### config.mk
export PLATFORM = sky130hd
export DESIGN_NAME = pipelined_response_reorder
export DESIGN_NICKNAME = d
export VERILOG_FILES = /design/src/rtl/core/prr_pkg.sv /design/src/rtl/core/pipelined_response_reorder.sv /design/src/rtl/core/prr_fifo.sv /design/src/rtl/core/prr_ram.sv /design/src/rtl/core/prr_front.sv /design/src/rtl/core/prr_back.sv
export SDC_FILE = /design/constraint.sdc
export NUM_CORES = 1
export LEC_CHECK = 0
export ABC_CLOCK_PERIOD_IN_PS = 6460
export BUFFER_PORTS_ARGS = -buffer_cell sky130_fd_sc_hd__buf_2
export CORE_UTILIZATION = 35
export CTS_BUF_LIST = sky130_fd_sc_hd__clkbuf_4
export DETAILED_ROUTE_END_ITERATION = 6
export PLACE_DENSITY_LB_ADDON = 0.05
export SLEW_MARGIN = 5
export SYNTH_ARGS = -nofsm -noshare
export SYNTH_HDL_FRONTEND = slang
export SYNTH_HIERARCHICAL = 1
export SYNTH_SLANG_ARGS = --single-unit
### constraint.sdc
create_clock -name clk -period 6.46 [get_ports clk]
set_input_delay 1.615 -clock clk [delete_from_list [all_inputs] [get_ports clk]]
set_output_delay 1.615 -clock clk [all_outputs]
set_load 0.01 [all_outputs]
### src/rtl/core/prr_pkg.sv
// Shared types and codes for the pipelined response reorder block.
package prr_pkg;

  localparam int FIELD_BITS = 16;

  typedef enum logic [1:0] {
    CMD_OPEN   = 2'd0,
    CMD_REQ    = 2'd1,
    CMD_COMMIT = 2'd2
  } cmd_t;

  typedef enum logic [2:0] {
    KIND_NUMBERED = 3'd0,
    KIND_REFUSED  = 3'd1,
    KIND_SENT     = 3'd2,
    KIND_DROPPED  = 3'd3,
    KIND_OPENED   = 3'd4
  } kind_t;

  typedef struct packed {
    cmd_t                  cmd;
    logic                  is_last;
    logic [FIELD_BITS-1:0] seq;
    logic [FIELD_BITS-1:0] payload;
  } cmd_item_t;

  typedef struct packed {
    kind_t                 kind;
    logic [FIELD_BITS-1:0] seq;
    logic [FIELD_BITS-1:0] payload;
    logic                  close_now;
    logic                  last;
  } result_t;

endpackage

### src/rtl/core/pipelined_response_reorder.sv
// Top level of the pipelined response reorder block.
// An item passes the command queue and result queue registers to the outputs.
// Throughput: one item per cycle while the result queue has room and no drain runs;
// a commit releasing k held responses drains one per cycle while the queue has room.
// Reset: synchronous, active low; clears counters, close state, held valid bits
// and both queues; the window store contents are not cleared.
module pipelined_response_reorder #(
  parameter int WINDOW       = 16,
  parameter int SEQ_BITS     = 16,
  parameter int PAYLOAD_BITS = 16
) (
  input  logic        clk,
  input  logic        rst_n,
  input  logic        in_push,
  output logic        in_full,
  input  logic [1:0]  in_cmd,
  input  logic        in_is_last_request,
  input  logic [15:0] in_resp_seq,
  input  logic [15:0] in_payload_in,
  output logic        out_empty,
  input  logic        out_pop,
  output logic [2:0]  out_kind,
  output logic [15:0] out_seq_out,
  output logic [15:0] out_payload_out,
  output logic        out_close_now,
  output logic        out_last
);
  import prr_pkg::*;

  cmd_item_t                  cq_item;
  logic                       cq_empty;
  logic                       cq_pop;
  result_t                    rq_item;
  logic                       rq_push;
  logic                       rq_full;
  logic [$bits(result_t)-1:0] rq_rdata;
  result_t                    res;

  prr_front u_front (
    .clk                (clk),
    .rst_n              (rst_n),
    .in_push            (in_push),
    .in_full            (in_full),
    .in_cmd             (in_cmd),
    .in_is_last_request (in_is_last_request),
    .in_resp_seq        (in_resp_seq),
    .in_payload_in      (in_payload_in),
    .cq_pop             (cq_pop),
    .cq_item            (cq_item),
    .cq_empty           (cq_empty)
  );

  prr_back #(
    .WINDOW       (WINDOW),
    .SEQ_BITS     (SEQ_BITS),
    .PAYLOAD_BITS (PAYLOAD_BITS)
  ) u_back (
    .clk      (clk),
    .rst_n    (rst_n),
    .cq_empty (cq_empty),
    .cq_item  (cq_item),
    .cq_pop   (cq_pop),
    .rq_full  (rq_full),
    .rq_push  (rq_push),
    .rq_item  (rq_item)
  );

  prr_fifo #(
    .WIDTH($bits(result_t))
  ) u_res_q (
    .clk   (clk),
    .rst_n (rst_n),
    .push  (rq_push),
    .wdata (rq_item),
    .full  (rq_full),
    .pop   (out_pop),
    .rdata (rq_rdata),
    .empty (out_empty)
  );

  assign res             = result_t'(rq_rdata);
  assign out_kind        = res.kind;
  assign out_seq_out     = res.seq;
  assign out_payload_out = res.payload;
  assign out_close_now   = res.close_now;
  assign out_last        = res.last;

`ifndef SYNTHESIS
  a_push_room: assert property (@(posedge clk) disable iff (!rst_n)
    rq_push |-> !rq_full)
    else $error("result pushed into a full queue");

  a_pop_avail: assert property (@(posedge clk) disable iff (!rst_n)
    cq_pop |-> !cq_empty)
    else $error("command popped from an empty queue");

  a_close_sent: assert property (@(posedge clk) disable iff (!rst_n)
    (rq_push && rq_item.close_now) |-> (rq_item.kind == KIND_SENT && rq_item.last))
    else $error("close flag on a result that is not a final send");

  a_no_push_after_close: assert property (@(posedge clk) disable iff (!rst_n)
    (rq_push && rq_item.close_now) |=> !(rq_push && rq_item.kind == KIND_SENT))
    else $error("send right after the connection closed");
`endif

endmodule

### src/rtl/core/prr_fifo.sv
// Two-entry register queue with full and empty flags.
module prr_fifo #(
  parameter int WIDTH = 8
) (
  input  logic             clk,
  input  logic             rst_n,
  input  logic             push,
  input  logic [WIDTH-1:0] wdata,
  output logic             full,
  input  logic             pop,
  output logic [WIDTH-1:0] rdata,
  output logic             empty
);

  logic [WIDTH-1:0] mem_r [2];
  logic             wr_ptr_r;
  logic             rd_ptr_r;
  logic [1:0]       count_r;
  logic [1:0]       count_nxt;
  logic             do_push;
  logic             do_pop;

  assign full    = (count_r == 2'd2);
  assign empty   = (count_r == 2'd0);
  assign do_push = push && !full;
  assign do_pop  = pop && !empty;
  assign rdata   = mem_r[rd_ptr_r];

  always_comb begin
    count_nxt = count_r + {1'b0, do_push} - {1'b0, do_pop};
  end

  always_ff @(posedge clk) begin
    if (!rst_n) begin
      wr_ptr_r <= 1'b0;
      rd_ptr_r <= 1'b0;
      count_r  <= 2'd0;
    end else begin
      if (do_push) begin
        wr_ptr_r <= ~wr_ptr_r;
      end
      if (do_pop) begin
        rd_ptr_r <= ~rd_ptr_r;
      end
      count_r <= count_nxt;
    end
  end

  always_ff @(posedge clk) begin
    if (do_push) begin
      mem_r[wr_ptr_r] <= wdata;
    end
  end

endmodule

### src/rtl/core/prr_ram.sv
// Generic single-write, single-read RAM with registered read data.
module prr_ram #(
  parameter int WIDTH = 16,
  parameter int DEPTH = 16
) (
  input  logic                     clk,
  input  logic                     we,
  input  logic [$clog2(DEPTH)-1:0] waddr,
  input  logic [WIDTH-1:0]         wdata,
  input  logic                     re,
  input  logic [$clog2(DEPTH)-1:0] raddr,
  output logic [WIDTH-1:0]         rdata
);

  logic [WIDTH-1:0] mem_r [DEPTH];
  logic [WIDTH-1:0] rdata_r;

  assign rdata = rdata_r;

  always_ff @(posedge clk) begin
    if (we) begin
      mem_r[waddr] <= wdata;
    end
    if (re) begin
      rdata_r <= mem_r[raddr];
    end
  end

endmodule

### src/rtl/core/prr_front.sv
// Front end: accepts items, drops unused commands and queues the rest.
module prr_front (
  input  logic                clk,
  input  logic                rst_n,
  input  logic                in_push,
  output logic                in_full,
  input  logic [1:0]          in_cmd,
  input  logic                in_is_last_request,
  input  logic [15:0]         in_resp_seq,
  input  logic [15:0]         in_payload_in,
  input  logic                cq_pop,
  output prr_pkg::cmd_item_t  cq_item,
  output logic                cq_empty
);
  import prr_pkg::*;

  cmd_item_t                  item;
  logic                       known;
  logic                       q_push;
  logic [$bits(cmd_item_t)-1:0] q_rdata;

  always_comb begin
    item         = '0;
    item.cmd     = cmd_t'(in_cmd);
    item.is_last = in_is_last_request;
    item.seq     = in_resp_seq;
    item.payload = in_payload_in;
    case (in_cmd)
      CMD_OPEN, CMD_REQ, CMD_COMMIT: known = 1'b1;
      default: known = 1'b0;
    endcase
  end

  // drop unused commands at the door
  assign q_push  = in_push && !in_full && known;
  assign cq_item = cmd_item_t'(q_rdata);

  prr_fifo #(
    .WIDTH($bits(cmd_item_t))
  ) u_cmd_q (
    .clk   (clk),
    .rst_n (rst_n),
    .push  (q_push),
    .wdata (item),
    .full  (in_full),
    .pop   (cq_pop),
    .rdata (q_rdata),
    .empty (cq_empty)
  );

endmodule

### src/rtl/core/prr_back.sv
// Back end: sequence state, window store and in-order release of responses.
module prr_back #(
  parameter int WINDOW       = 16,
  parameter int SEQ_BITS     = 16,
  parameter int PAYLOAD_BITS = 16
) (
  input  logic               clk,
  input  logic               rst_n,
  input  logic               cq_empty,
  input  prr_pkg::cmd_item_t cq_item,
  output logic               cq_pop,
  input  logic               rq_full,
  output logic               rq_push,
  output prr_pkg::result_t   rq_item
);
  import prr_pkg::*;

  localparam int IDX_BITS = $clog2(WINDOW);
  localparam logic [SEQ_BITS:0]   WIN_S     = (SEQ_BITS+1)'(WINDOW);
  localparam logic [IDX_BITS:0]   WIN_I     = (IDX_BITS+1)'(WINDOW);
  localparam logic [IDX_BITS-1:0] HEAD_LAST = IDX_BITS'(WINDOW - 1);
  localparam logic [SEQ_BITS-1:0] SEQ_ONE   = SEQ_BITS'(1);
  localparam logic [IDX_BITS-1:0] IDX_ONE   = IDX_BITS'(1);

  typedef enum logic [1:0] {
    ST_IDLE  = 2'b01,
    ST_DRAIN = 2'b10
  } state_t;

  state_t                  state_r, state_nxt;
  logic [SEQ_BITS-1:0]     next_req_r, next_req_nxt;
  logic [SEQ_BITS-1:0]     next_send_r, next_send_nxt;
  logic [SEQ_BITS-1:0]     close_seq_r, close_seq_nxt;
  logic                    close_marked_r, close_marked_nxt;
  logic                    closed_r, closed_nxt;
  logic [IDX_BITS-1:0]     head_r, head_nxt;
  logic [WINDOW-1:0]       valid_r, valid_nxt;

  logic [SEQ_BITS+15:0]     seq_ext;
  logic [SEQ_BITS-1:0]      seq_w;
  logic [PAYLOAD_BITS+15:0] pay_ext;
  logic [PAYLOAD_BITS-1:0]  pay_w;
  logic [SEQ_BITS-1:0]      diff;
  logic                     in_win;
  logic [IDX_BITS:0]        slot_sum;
  logic [IDX_BITS:0]        slot_wrap;
  logic [IDX_BITS-1:0]      slot;
  logic [IDX_BITS-1:0]      head_inc;
  logic                     closing;
  logic                     go;
  logic [SEQ_BITS+15:0]     send_seq_ext;
  logic [SEQ_BITS+15:0]     req_seq_ext;
  logic [PAYLOAD_BITS+15:0] pay_out_ext;
  logic [PAYLOAD_BITS+15:0] ram_out_ext;

  logic                     ram_we;
  logic                     ram_re;
  logic [PAYLOAD_BITS-1:0]  ram_rdata;

  assign seq_ext      = {{SEQ_BITS{1'b0}}, cq_item.seq};
  assign seq_w        = seq_ext[SEQ_BITS-1:0];
  assign pay_ext      = {{PAYLOAD_BITS{1'b0}}, cq_item.payload};
  assign pay_w        = pay_ext[PAYLOAD_BITS-1:0];
  assign diff         = seq_w - next_send_r;
  assign in_win       = ({1'b0, diff} < WIN_S);
  assign slot_sum     = {1'b0, head_r} + {1'b0, diff[IDX_BITS-1:0]};
  assign slot_wrap    = (slot_sum >= WIN_I) ? (slot_sum - WIN_I) : slot_sum;
  assign slot         = slot_wrap[IDX_BITS-1:0];
  assign head_inc     = (head_r == HEAD_LAST) ? '0 : head_r + IDX_ONE;
  assign closing      = close_marked_r && (next_send_r == close_seq_r);
  assign go           = (state_r == ST_IDLE) && !cq_empty && !rq_full;
  assign cq_pop       = go;
  assign send_seq_ext = {16'b0, next_send_r};
  assign req_seq_ext  = {16'b0, next_req_r};
  assign pay_out_ext  = {16'b0, pay_w};
  assign ram_out_ext  = {16'b0, ram_rdata};

  always_comb begin
    state_nxt        = state_r;
    next_req_nxt     = next_req_r;
    next_send_nxt    = next_send_r;
    close_seq_nxt    = close_seq_r;
    close_marked_nxt = close_marked_r;
    closed_nxt       = closed_r;
    head_nxt         = head_r;
    valid_nxt        = valid_r;
    ram_we           = 1'b0;
    ram_re           = 1'b0;
    rq_push          = 1'b0;
    rq_item          = '0;

    case (state_r)
      ST_IDLE: begin
        if (go) begin
          case (cq_item.cmd)
            CMD_OPEN: begin
              next_req_nxt     = '0;
              next_send_nxt    = '0;
              close_seq_nxt    = '0;
              close_marked_nxt = 1'b0;
              closed_nxt       = 1'b0;
              head_nxt         = '0;
              valid_nxt        = '0;
              rq_push          = 1'b1;
              rq_item.kind     = KIND_OPENED;
              rq_item.last     = 1'b1;
            end
            CMD_REQ: begin
              rq_push      = 1'b1;
              rq_item.last = 1'b1;
              if (close_marked_r) begin
                rq_item.kind = KIND_REFUSED;
              end else begin
                rq_item.kind = KIND_NUMBERED;
                rq_item.seq  = req_seq_ext[15:0];
                if (cq_item.is_last) begin
                  close_marked_nxt = 1'b1;
                  close_seq_nxt    = next_req_r;
                end
                next_req_nxt = next_req_r + SEQ_ONE;
              end
            end
            CMD_COMMIT: begin
              if (closed_r || !in_win) begin
                rq_push      = 1'b1;
                rq_item.kind = KIND_DROPPED;
                rq_item.last = 1'b1;
              end else if (diff != '0) begin
                // hold out-of-order response in its window slot
                ram_we          = 1'b1;
                valid_nxt[slot] = 1'b1;
              end else begin
                rq_push           = 1'b1;
                rq_item.kind      = KIND_SENT;
                rq_item.seq       = send_seq_ext[15:0];
                rq_item.payload   = pay_out_ext[15:0];
                rq_item.close_now = closing;
                if (closing) begin
                  closed_nxt   = 1'b1;
                  rq_item.last = 1'b1;
                end else begin
                  next_send_nxt = next_send_r + SEQ_ONE;
                  head_nxt      = head_inc;
                  if (valid_r[head_inc]) begin
                    ram_re    = 1'b1;
                    state_nxt = ST_DRAIN;
                  end else begin
                    rq_item.last = 1'b1;
                  end
                end
              end
            end
            default: begin
            end
          endcase
        end
      end
      ST_DRAIN: begin
        if (!rq_full) begin
          rq_push           = 1'b1;
          rq_item.kind      = KIND_SENT;
          rq_item.seq       = send_seq_ext[15:0];
          rq_item.payload   = ram_out_ext[15:0];
          rq_item.close_now = closing;
          valid_nxt[head_r] = 1'b0;
          if (closing) begin
            closed_nxt   = 1'b1;
            rq_item.last = 1'b1;
            state_nxt    = ST_IDLE;
          end else begin
            next_send_nxt = next_send_r + SEQ_ONE;
            head_nxt      = head_inc;
            if (valid_r[head_inc]) begin
              ram_re = 1'b1;
            end else begin
              rq_item.last = 1'b1;
              state_nxt    = ST_IDLE;
            end
          end
        end
      end
      default: begin
        state_nxt = ST_IDLE;
      end
    endcase
  end

  always_ff @(posedge clk) begin
    if (!rst_n) begin
      state_r        <= ST_IDLE;
      next_req_r     <= '0;
      next_send_r    <= '0;
      close_seq_r    <= '0;
      close_marked_r <= 1'b0;
      closed_r       <= 1'b0;
      head_r         <= '0;
      valid_r        <= '0;
    end else begin
      state_r        <= state_nxt;
      next_req_r     <= next_req_nxt;
      next_send_r    <= next_send_nxt;
      close_seq_r    <= close_seq_nxt;
      close_marked_r <= close_marked_nxt;
      closed_r       <= closed_nxt;
      head_r         <= head_nxt;
      valid_r        <= valid_nxt;
    end
  end

  prr_ram #(
    .WIDTH(PAYLOAD_BITS),
    .DEPTH(WINDOW)
  ) u_store (
    .clk   (clk),
    .we    (ram_we),
    .waddr (slot),
    .wdata (pay_w),
    .re    (ram_re),
    .raddr (head_inc),
    .rdata (ram_rdata)
  );

endmodule

### After elaboration in Yosys (flattened, before gate mapping)

Memories as Yosys holds them, arrays and structs flattened. A register that Yosys moved wholly into a read port is not among the register bits.
Index checks and enable logic that the tools add are counted.

* bits in registers: 80
* memories: 3
* output and inout bits: 39
* input port bits: 39
* memory bits (writable): 400

* add/sub/neg operators: 10
* eq/ne operators: 24
* reductions and logical operators: 32
* muxes and demuxes: 98
* bitwise logic cells: 7
* order comparisons: 7

Memories
* u_back.u_store.mem_r: depth 16, width 16, rd ports 1, clocked after memory_dff 1, write ports 1, RTL line prr_ram.sv:15 `logic [WIDTH-1:0] mem_r [DEPTH];`
* u_res_q.mem_r: depth 2, width 37, rd ports 1, clocked after memory_dff 1, write ports 1, RTL line prr_fifo.sv:15 `logic [WIDTH-1:0] mem_r [2];`
* u_front.u_cmd_q.mem_r: depth 2, width 35, rd ports 1, clocked after memory_dff 1, write ports 1, RTL line prr_fifo.sv:15

Operators by type and width (count)
* one-hot mux 16 bit (2 select lines): 7
* two-way mux 16 bit: 13
* one-hot mux 37 bit (2 select lines): 1
* two-way mux 36 bit: 2
* two-way mux 1 bit: 41
* two-way mux 37 bit: 1
* two-way mux 33 bit: 1
* adder 16 x 1 -> 16 bit, second input constant: 2
* two-way mux 4 bit: 7
* two-way mux 2 bit: 9
* != test 2 bit, second input constant: 9
* two-way mux 17 bit: 1
* bitwise AND 16 bit: 1
* equality test 16 bit: 1
* < comparator 16 x 5 -> 1 bit, second input constant: 1
* NOT 16 bit: 1
* bitwise OR 16 bit: 1
* one-hot mux 4 bit (2 select lines): 2
* nonzero test 16 bit: 1
* subtractor 16 bit: 1
* < comparator 4 x 5 -> 1 bit, second input constant: 3
* one-hot mux 1 bit (2 select lines): 7
* != test 3 bit, second input constant: 4
* AND reduction 6 bit: 2
* other kinds (28): 59

### Logic depth before layout (Yosys ltp)

Gate-level depths: netlist of the first run.

* depth in word-level cells: 14
* gate-level depth with buffers: 22
* depth with buffers taken out: 20

### Hierarchy

The synthesis of the first run kept the hierarchy.

Modules (own cells, without submodules)
* prr_ram: area each 10203.5 sq um, instances 1, cells each 432
* prr_back: area each 5454.0 sq um, instances 1, cells each 711
* prr_fifo at u_res_q: area each 3056.7 sq um, instances 1, cells each 142
* prr_fifo at u_front.u_cmd_q: area each 2914.0 sq um, instances 1, cells each 136
* prr_front: area each 16.3 sq um, instances 1, cells each 2

### Worst setup path after synthesis of the first run

No wires, ideal clock.

* path kind: reg2reg
* from: register (tool-made name)
* to: memory u_back.u_store.mem_r[0][0], enable pin
* period minus slack after synthesis: 5.425 ns
* data arrival time: 5.016 ns
* library setup time: 0.409 ns
* stages on the path, launching flop included: 16
* buffers on the path: 3
* data required time: 6.051 ns
* setup slack: 1.035 ns
* path through: dfxtp_1 buf_6 buf_12 mux2_4 ha_1 clkbuf_1 nor2_1 o311ai_0 o21ai_0 nor4_1 o2111ai_1 nand4bb_1 or4_1 nor4_1 or3b_2 nor3_1

RTL lines (RTL line)
* end: declaration: prr_ram.sv:15

==> summary.md, run 1 <==
| Metric | Value |
|---|---|
| Outcome | finished, final reports clean |
| Yosys cell types | 78 |
| Final Max Tran Viols | 0 |
| Commonest cells post-synth | edfxtp_1 (416), nand2_1 (93), dfxtp_1 (82) |
| R2r worst-path depth | 14 |
| Peak supply drop | 0.189 mV |
| Clock Power Share | 31.9% |
| Post-Route WL | 51000 µm |
| Fill count | 5651 |
| Worst hold slack | 0.450 ns |
| Clock transition at path regs | 0.05 ns |
| Synth warn | 6 |
| Top cell type's share of synthesized area | 57.7% |
| Syn Inst Count | 1423 |
| Hold Buf Count CTS | 0 |
| Placed cell count | 2250 |
| Worst setup path class | flip-flop to flip-flop |
| CP required | 7.05 ns |
| Die height | 251 µm |
| Initial antenna violation count | 3 |
| Share of cells above drive strength 1 | 29.0% |
| Initial Util | 35.7% |
| Core area | 60700 µm² |
| Post-synth EDFFs | 416 |
| Gr ovfl total | 0 |
| Vias in the first global route | 12900 |
| Hold WC Path Type | flip-flop to flip-flop |
| Critical Path Sink | u_back/u_store/mem_r[0][12] |
| # clock sinks | 498 |
| DRT Pass-1 Iters | 5 |
| Rows | 90 |
| Power per cell area | 372 nW/µm² |
| P_sw | 2.82 mW |
| Vias after detailed routing | 12800 |
| P&R area growth vs syn | 14.2% |
| Post-CTS setup buffer count | 0 |
| Detail Route Antenna Nets | 0 |
| Via-per-instance ratio | 5.13 |
| Sequential area share after synthesis | 65.3% |
| Residual DRC | 0 |
| CTS tree | yes |
| Hold Fails Final Rpt | 0 |
| Async S/R FF share, synth | 0% |
| H-tree depth | 4 |
| Reg power frac | 43.5% |
| Mapped Area | 21600 µm² |
| Power consumption | 9.19 mW |
| Unrepaired setup endpoints after global routing | no |
| DP Wirelength | 32600 µm |
| Clock root buffer | clkbuf_4 |
| CP max FO | 17 |
| GR Util All Layers | 16.5% |
| Worst-margin pin slew | 1.12 ns |
| CP startpoint kind | flip-flop |
| Main synth FF type | edfxtp_1 |
| Fmax | 187 MHz |
| Final clock skew | 0.0584 ns |
| Number of I/O pins | 78 |
| Switching Fraction | 30.7% |
| Setup tns final | 0 ns |
| First-pass GRT wire length | 77300 µm |
| Synth area leader | edfxtp_1 |
| CTS Buffer Depth | 3 |
| IO Port Bufs | 77 |
| Setup violations, final | 0 |
| Gpl congestion | 0.829 |
| Layout Cells excl Fill | 2490 |
| Crit path time final | 5.35 ns |
| DR WL/cell | 20.5 µm |
| Cts bufs inserted | 140 |
| Post_cts resized | 0 |
| Placed Area | 22900 µm² |
| Worst Setup End Kind | flip-flop |
| Final instance area | 24700 µm² |
| Headroom to the max-slew limit | 25.1% |
| MaxCap Viol Count | 0 |
| Worst skew pair latency | 0.94 ns |
| NumNets Final | 1685 |
| Die W | 251 µm |
| Comb power frac | 24.6% |
| Die area | 62800 µm² |
| Mean Syn Cell Area | 15.2 µm² |
| Flops & latches, synth | 498 |
| FF-to-FF End | u_back/u_store/mem_r[0][12] |
| Count leader, synth | edfxtp_1 |
| Synth Net Count | 1498 |
| R2R setup slack | 1.11 ns |
| Cell internal pwr | 6.37 mW |
| Largest net degree at the start of global routing | 51 |
| Part of the cycle the worst path needs | 82.8% |
| Starting DRT DRC Count | 830 |
| Arrival @ worst endpoint | 5.94 ns |
| Leakage | 8.44 nW |
| Top area cells in the synthesized netlist | edfxtp_1 (58%), dfxtp_1 (7.6%), mux4_2 (5.9%) |
## critical path, cell delays in order (launching register included)
cell       delay [ns]
dfxtp_2          0.69
mux2_4           0.36
ha_1             0.27
nor2b_1          0.17
o2111ai_1        0.19
a2111oi_0        0.89
nor3_1           0.11
mux2_2           0.30
nand4bb_1        0.17
or4_1            0.53
nor4_1           0.24
buf_4            0.19
or3b_2           0.50
nor3_2           0.12
buf_4            0.29
## flip-flops by register name, indices dropped and copies added, names as in the netlist, named ones only
signal                    cells
u_back/close_marked_r         1
u_back/close_seq_r           16
u_back/closed_r               1
u_back/head_r                 4
u_back/next_req_r            16
u_back/next_send_r           16
u_back/state_r                2
u_back/u_store/mem_r        256
u_back/u_store/rdata         16
u_back/valid_r               16
u_front/u_cmd_q/count_r       2
u_front/u_cmd_q/mem_r        70
u_front/u_cmd_q/rd_ptr_r      1
u_front/u_cmd_q/wr_ptr_r      1
u_res_q/count_r               2
u_res_q/mem_r                74
u_res_q/rd_ptr_r              1
u_res_q/wr_ptr_r              1
## metal layers
layer  wire length (µm)  GRT usage [%]  vias to the layer above
met5                  0              0                        -
met4               1030           6.54                        0
met3               2990           4.57                       86
met2              21500           23.0                      353
met1              25400           24.0                     6338
li1                   -              -                     5997
## cell families (layout without fill, tap and decap cells)
group	after synthesis	count (layout)	synth area share [%]
AND/OR/NAND/NOR	346	346	7.91
XOR/XNOR	40	40	1.62
multiplexers	150	150	12.4
adder cells (fa/ha/maj)	36	36	2.15
buffers and inverters	112	394	2.74
flip-flops	498	498	65.3
AO/OA/AOI/OAI	241	241	7.84
other	0	3	0
## cells in the final DEF (no fill, tap or decap), drive strengths merged, types with 17 or more instances in the layout
master / n
xnor2: 29
a21oi: 44
clkbuf: 210
mux4: 67
a22o: 32
o21ai: 55
edfxtp: 416
nor2: 77
dfxtp: 82
nand2: 93
a21boi: 17
buf: 111
nand3: 51
nor3: 26
mux2: 73
inv: 48
ha: 34
clkinv: 19
a22oi: 32
## worst min-delay path by stage
stage	end	depth (start not counted)	startpoint	slack (ns)
after floorplan	u_back/valid_r[12]	2	u_back/valid_r[12]	0.43
after CTS	u_back/valid_r[8]	2	u_back/valid_r[8]	0.45
after detailed placement	u_back/valid_r[8]	2	u_back/valid_r[8]	0.44
after global placement	u_back/valid_r[0]	2	u_back/valid_r[0]	0.44
after global routing	u_back/valid_r[0]	2	u_back/valid_r[0]	0.48
final	u_back/valid_r[12]	2	u_back/valid_r[12]	0.45
## power groups by stage
| stage | clock, mW | sequential [mW] | combinational, mW |
|---|---|---|---|
| 2_1_floorplan | 0 | 4.02 | 1.66 |
| 3_3_place_gp | 0 | 4.07 | 2.28 |
| 3_5_place_dp | 0 | 4.07 | 2.28 |
| 4_1_cts | 3.07 | 4.00 | 2.29 |
| 5_1_grt | 3.24 | 4.02 | 2.47 |
| 6_report | 2.94 | 4.00 | 2.26 |
## metrics by stage
stage	setup WS [ns]	util, %
finish	1.11	40.7
global route	0.889	40.7
CTS	1.19	40.7
detailed placement	1.19	37.7
global placement	1.24	37.7
floorplan	1.04	-
## cell type report
| class | count | area [µm²] | area share [%] |
|---|---|---|---|
| Tap cell | 782 | 978 | 3.96 |
| Multi-Input combinational cell | 813 | 6980 | 28.2 |
| Inverter | 46 | 173 | 0.699 |
| Timing Repair Buffer | 111 | 641 | 2.59 |
| Antenna cell | 3 | 7.51 | 0.0304 |
| Clock buffer | 210 | 1580 | 6.38 |
| Sequential cell | 498 | 14100 | 57.2 |
| Clock inverter | 27 | 226 | 0.916 |
(Power assumes the default switching activity.)
==> run 2: changes to the inputs <==
Settings changed: ABC_CLOCK_PERIOD_IN_PS 6460 to 4550.
Clock period 6.46 ns to 4.55 ns, I/O delays scaled along.
==> run 2 against run 1 <==
  * Register-to-register slack lost 1.0 ns
  * Hold slack lost 0.068 ns
  * Via count is 2.1% higher
  * Critical path type unchanged
  * Combinational power up 72%
  * Sequential power grew 42%
  * Total power is 50% higher
  * Die area did not move
  * Largest cell class unchanged
  * Critical path depth rose by 3
==> summary.md, run 2 (synthesized netlist as in run 1, its figures left out) <==
| Metric | Value |
|---|---|
| CP required | 5.17 ns |
| Fmax | 225 MHz |
| Switching Fraction | 31.5% |
| FF/Latch Area | 14100 µm² |
| Placed cell count | 2312 |
| Critical-path cell list | buf_12 -> mux2_4 -> ha_4 -> nor2b_4 -> o2111ai_4 -> a2111oi_4 -> buf_4 -> o21ba_4 -> o31a_1 -> nor2_2 -> or4_4 -> nor4_4 -> buf_4 -> or3b_4 -> nor3_4 -> buf_12 -> buf_12 |
| Setup violations, final | 0 |
| Most common cell after layout, fill and taps aside | edfxtp_1 |
| Initial Util | 35.7% |
| Footprint of the multi-input gates | 7450 µm² |
| Core area | 60700 µm² |
| Hold WC Path Type | input port to flip-flop |
| Gpl congestion | 0.799 |
| Die area | 62800 µm² |
| CP startpoint kind | flip-flop |
| Starting DRT DRC Count | 811 |
| Worst skew pair latency | 0.96 ns |
| Hold Fails Final Rpt | 0 |
| Leakage | 8.96 nW |
| Final Max Tran Viols | 0 |
| Most frequent CP cell | buf_12 |
| P_sw | 4.34 mW |
| CTS tree | yes |
| Residual DRC | 0 |
| Cell internal pwr | 9.42 mW |
| Final WS setup | 0.111 ns |
| Commonest non-fill, non-tap cells in the layout | edfxtp_1 (416), clkbuf_4 (201), nand2_1 (91) |
| CP max FO | 8 |
| Reg with most FFs | u_back/u_store/mem_r |
| GR Util All Layers | 17.3% |
| WHS Path Cells | 1 |
| Worst-margin pin slew | 1.21 ns |
| Die W | 251 µm |
| IO Port Bufs | 77 |
| Clock root buffer | clkbuf_4 |
| Die height | 251 µm |
| Largest net degree at the start of global routing | 47 |
| Arrival @ worst endpoint | 5.06 ns |
| Part of the cycle the worst path needs | 97.6% |
| P&R area growth vs syn | 20.6% |
| Dpl ws | -0.131 ns |
| Layout Cells excl Fill | 2574 |
| Slowest CP cell | or4_4 |
| Via-per-instance ratio | 5.07 |
| Unrepaired setup endpoints after global routing | yes |
| Share of cells above drive strength 1 | 35.1% |
| Detail Route Antenna Nets | 0 |
| H-tree depth | 4 |
| Regs by FF count | u_back/u_store/mem_r (256), u_res_q/mem_r (74), u_front/u_cmd_q/mem_r (70) |
| Worst Setup End Kind | flip-flop |
| Max reg flops | 256 |
| Comb power frac | 28.3% |
| MaxCap Viol Count | 0 |
| Initial antenna violation count | 1 |
| CP peak stage delay | 0.52 ns |
| DRT Pass-1 Iters | 5 |
| # clock sinks | 498 |
| Rows | 90 |
| Gr ovfl total | 0 |
| R2r worst-path depth | 17 |
| Headroom to the max-slew limit | 19.1% |
| Fill count | 5580 |
| Worst setup path class | flip-flop to flip-flop |
| Outcome | finished, final reports clean |
| Hold Buf Count CTS | 0 |
| Post-Route WL | 53400 µm |
| Power per cell area | 527 nW/µm² |
| Number of I/O pins | 78 |
| Vias in the first global route | 13300 |
| Clock transition at path regs | 0.06 ns |
| Cts bufs inserted | 140 |
| Final clock skew | 0.0772 ns |
| NumNets Final | 1760 |
| Reg power frac | 41.3% |
| Clock Power Share | 30.5% |
| Peak supply drop | 0.368 mV |
| DP Wirelength | 34700 µm |
| Vias after detailed routing | 13000 |
| Crit path time final | 4.44 ns |
| CTS Buffer Depth | 3 |
| First-pass GRT wire length | 80600 µm |
| DR WL/cell | 20.8 µm |
[run 2: changes by cell type in the layout (fill, tap and decap cells not counted), moves of 4 or more]
cell | before | now
clkbuf_4 | 210 | 201
inv_6 | 1 | 6
buf_4 | 34 | 85
a21oi_1 | 44 | 38
nor2_2 | 1 | 12
buf_12 | 0 | 22
ha_4 | 0 | 10
clkinv_1 | 16 | 26
a21oi_4 | 0 | 4
ha_1 | 33 | 20
nor2_4 | 2 | 6
nor2_1 | 74 | 59
[run 2: power groups by stage]
| stage | logic (mW) | registers [mW] | clock network, mW |
|---|---|---|---|
| after floorplan | 2.40 | 5.71 | 0 |
| after CTS | 3.57 | 5.68 | 4.37 |
| after global routing | 4.24 | 5.70 | 4.61 |
| final | 3.89 | 5.68 | 4.19 |
| after detailed placement | 3.54 | 5.77 | 0 |
| after global placement | 3.54 | 5.77 | 0 |
[run 2: worst paths after layout]
kind | startpoint | to | slack, ns
hold / removal | in_payload_in[2] | u_front/u_cmd_q/mem_r[1][2] | 0.38
hold reg to reg | u_back/valid_r[0] | u_back/valid_r[0] | 0.45
setup / recovery | flip-flop | u_back/u_store/mem_r[0][4] | 0.11
setup reg to reg | flip-flop | u_back/u_store/mem_r[0][4] | 0.11
[run 2: layout make-up]
cell class | count | area share, %
inverter | 46 | 0.661
antenna | 4 | 0.0383
timing repair buffer | 186 | 5.81
multi-input combinational | 813 | 28.6
tap | 782 | 3.75
sequential | 498 | 54.2
clock buffer | 201 | 5.78
clock inverter | 44 | 1.24
[run 2: worst max-delay path, delay by kind of cell (launching register included)]
kind,cells,cell delay (ns)
AO/OA/AOI/OAI,4,0.86
adder cells (fa/ha/maj),1,0.26
buffers and inverters,5,0.73
flip-flops,1,0.39
multiplexers,1,0.32
AND/OR/NAND/NOR,6,1.60
[run 2: metrics by stage]
| stage | hold WS, ns | cell area, µm² | power [mW] | util, % | TNS, ns |
|---|---|---|---|---|---|
| 6_report | 0.382 | 26100 | 13.8 | 43.0 | 0 |
| 5_1_grt | 0.258 | 26100 | 14.6 | 43.0 | -0.109 |
| 4_1_cts | 0.220 | 25600 | 13.6 | 42.2 | 0 |
| 3_5_place_dp | 0.446 | 23700 | 9.31 | 39.0 | -5.22 |
| 3_3_place_gp | 0.442 | 23700 | 9.31 | 39.0 | -20.64 |
| 2_1_floorplan | 0.427 | 21700 | 8.11 | - | -4.19 |
[run 2: layer usage]
layer	vias to the layer above	share of wire (%)	global-route usage (%)
met4	0	1.8	6.19
met2	299	43	24.6
met5	-	0	0
met3	86	4.5	4.26
li1	6150	-	-
met1	6513	50	25.4
[run 2: repair_timing]
item,CTS,global route
endpoints found under the setup margin,53,266
gates resized for setup,8,57
pin swaps,1,34
gates cloned,1,1
setup buffers,1,11
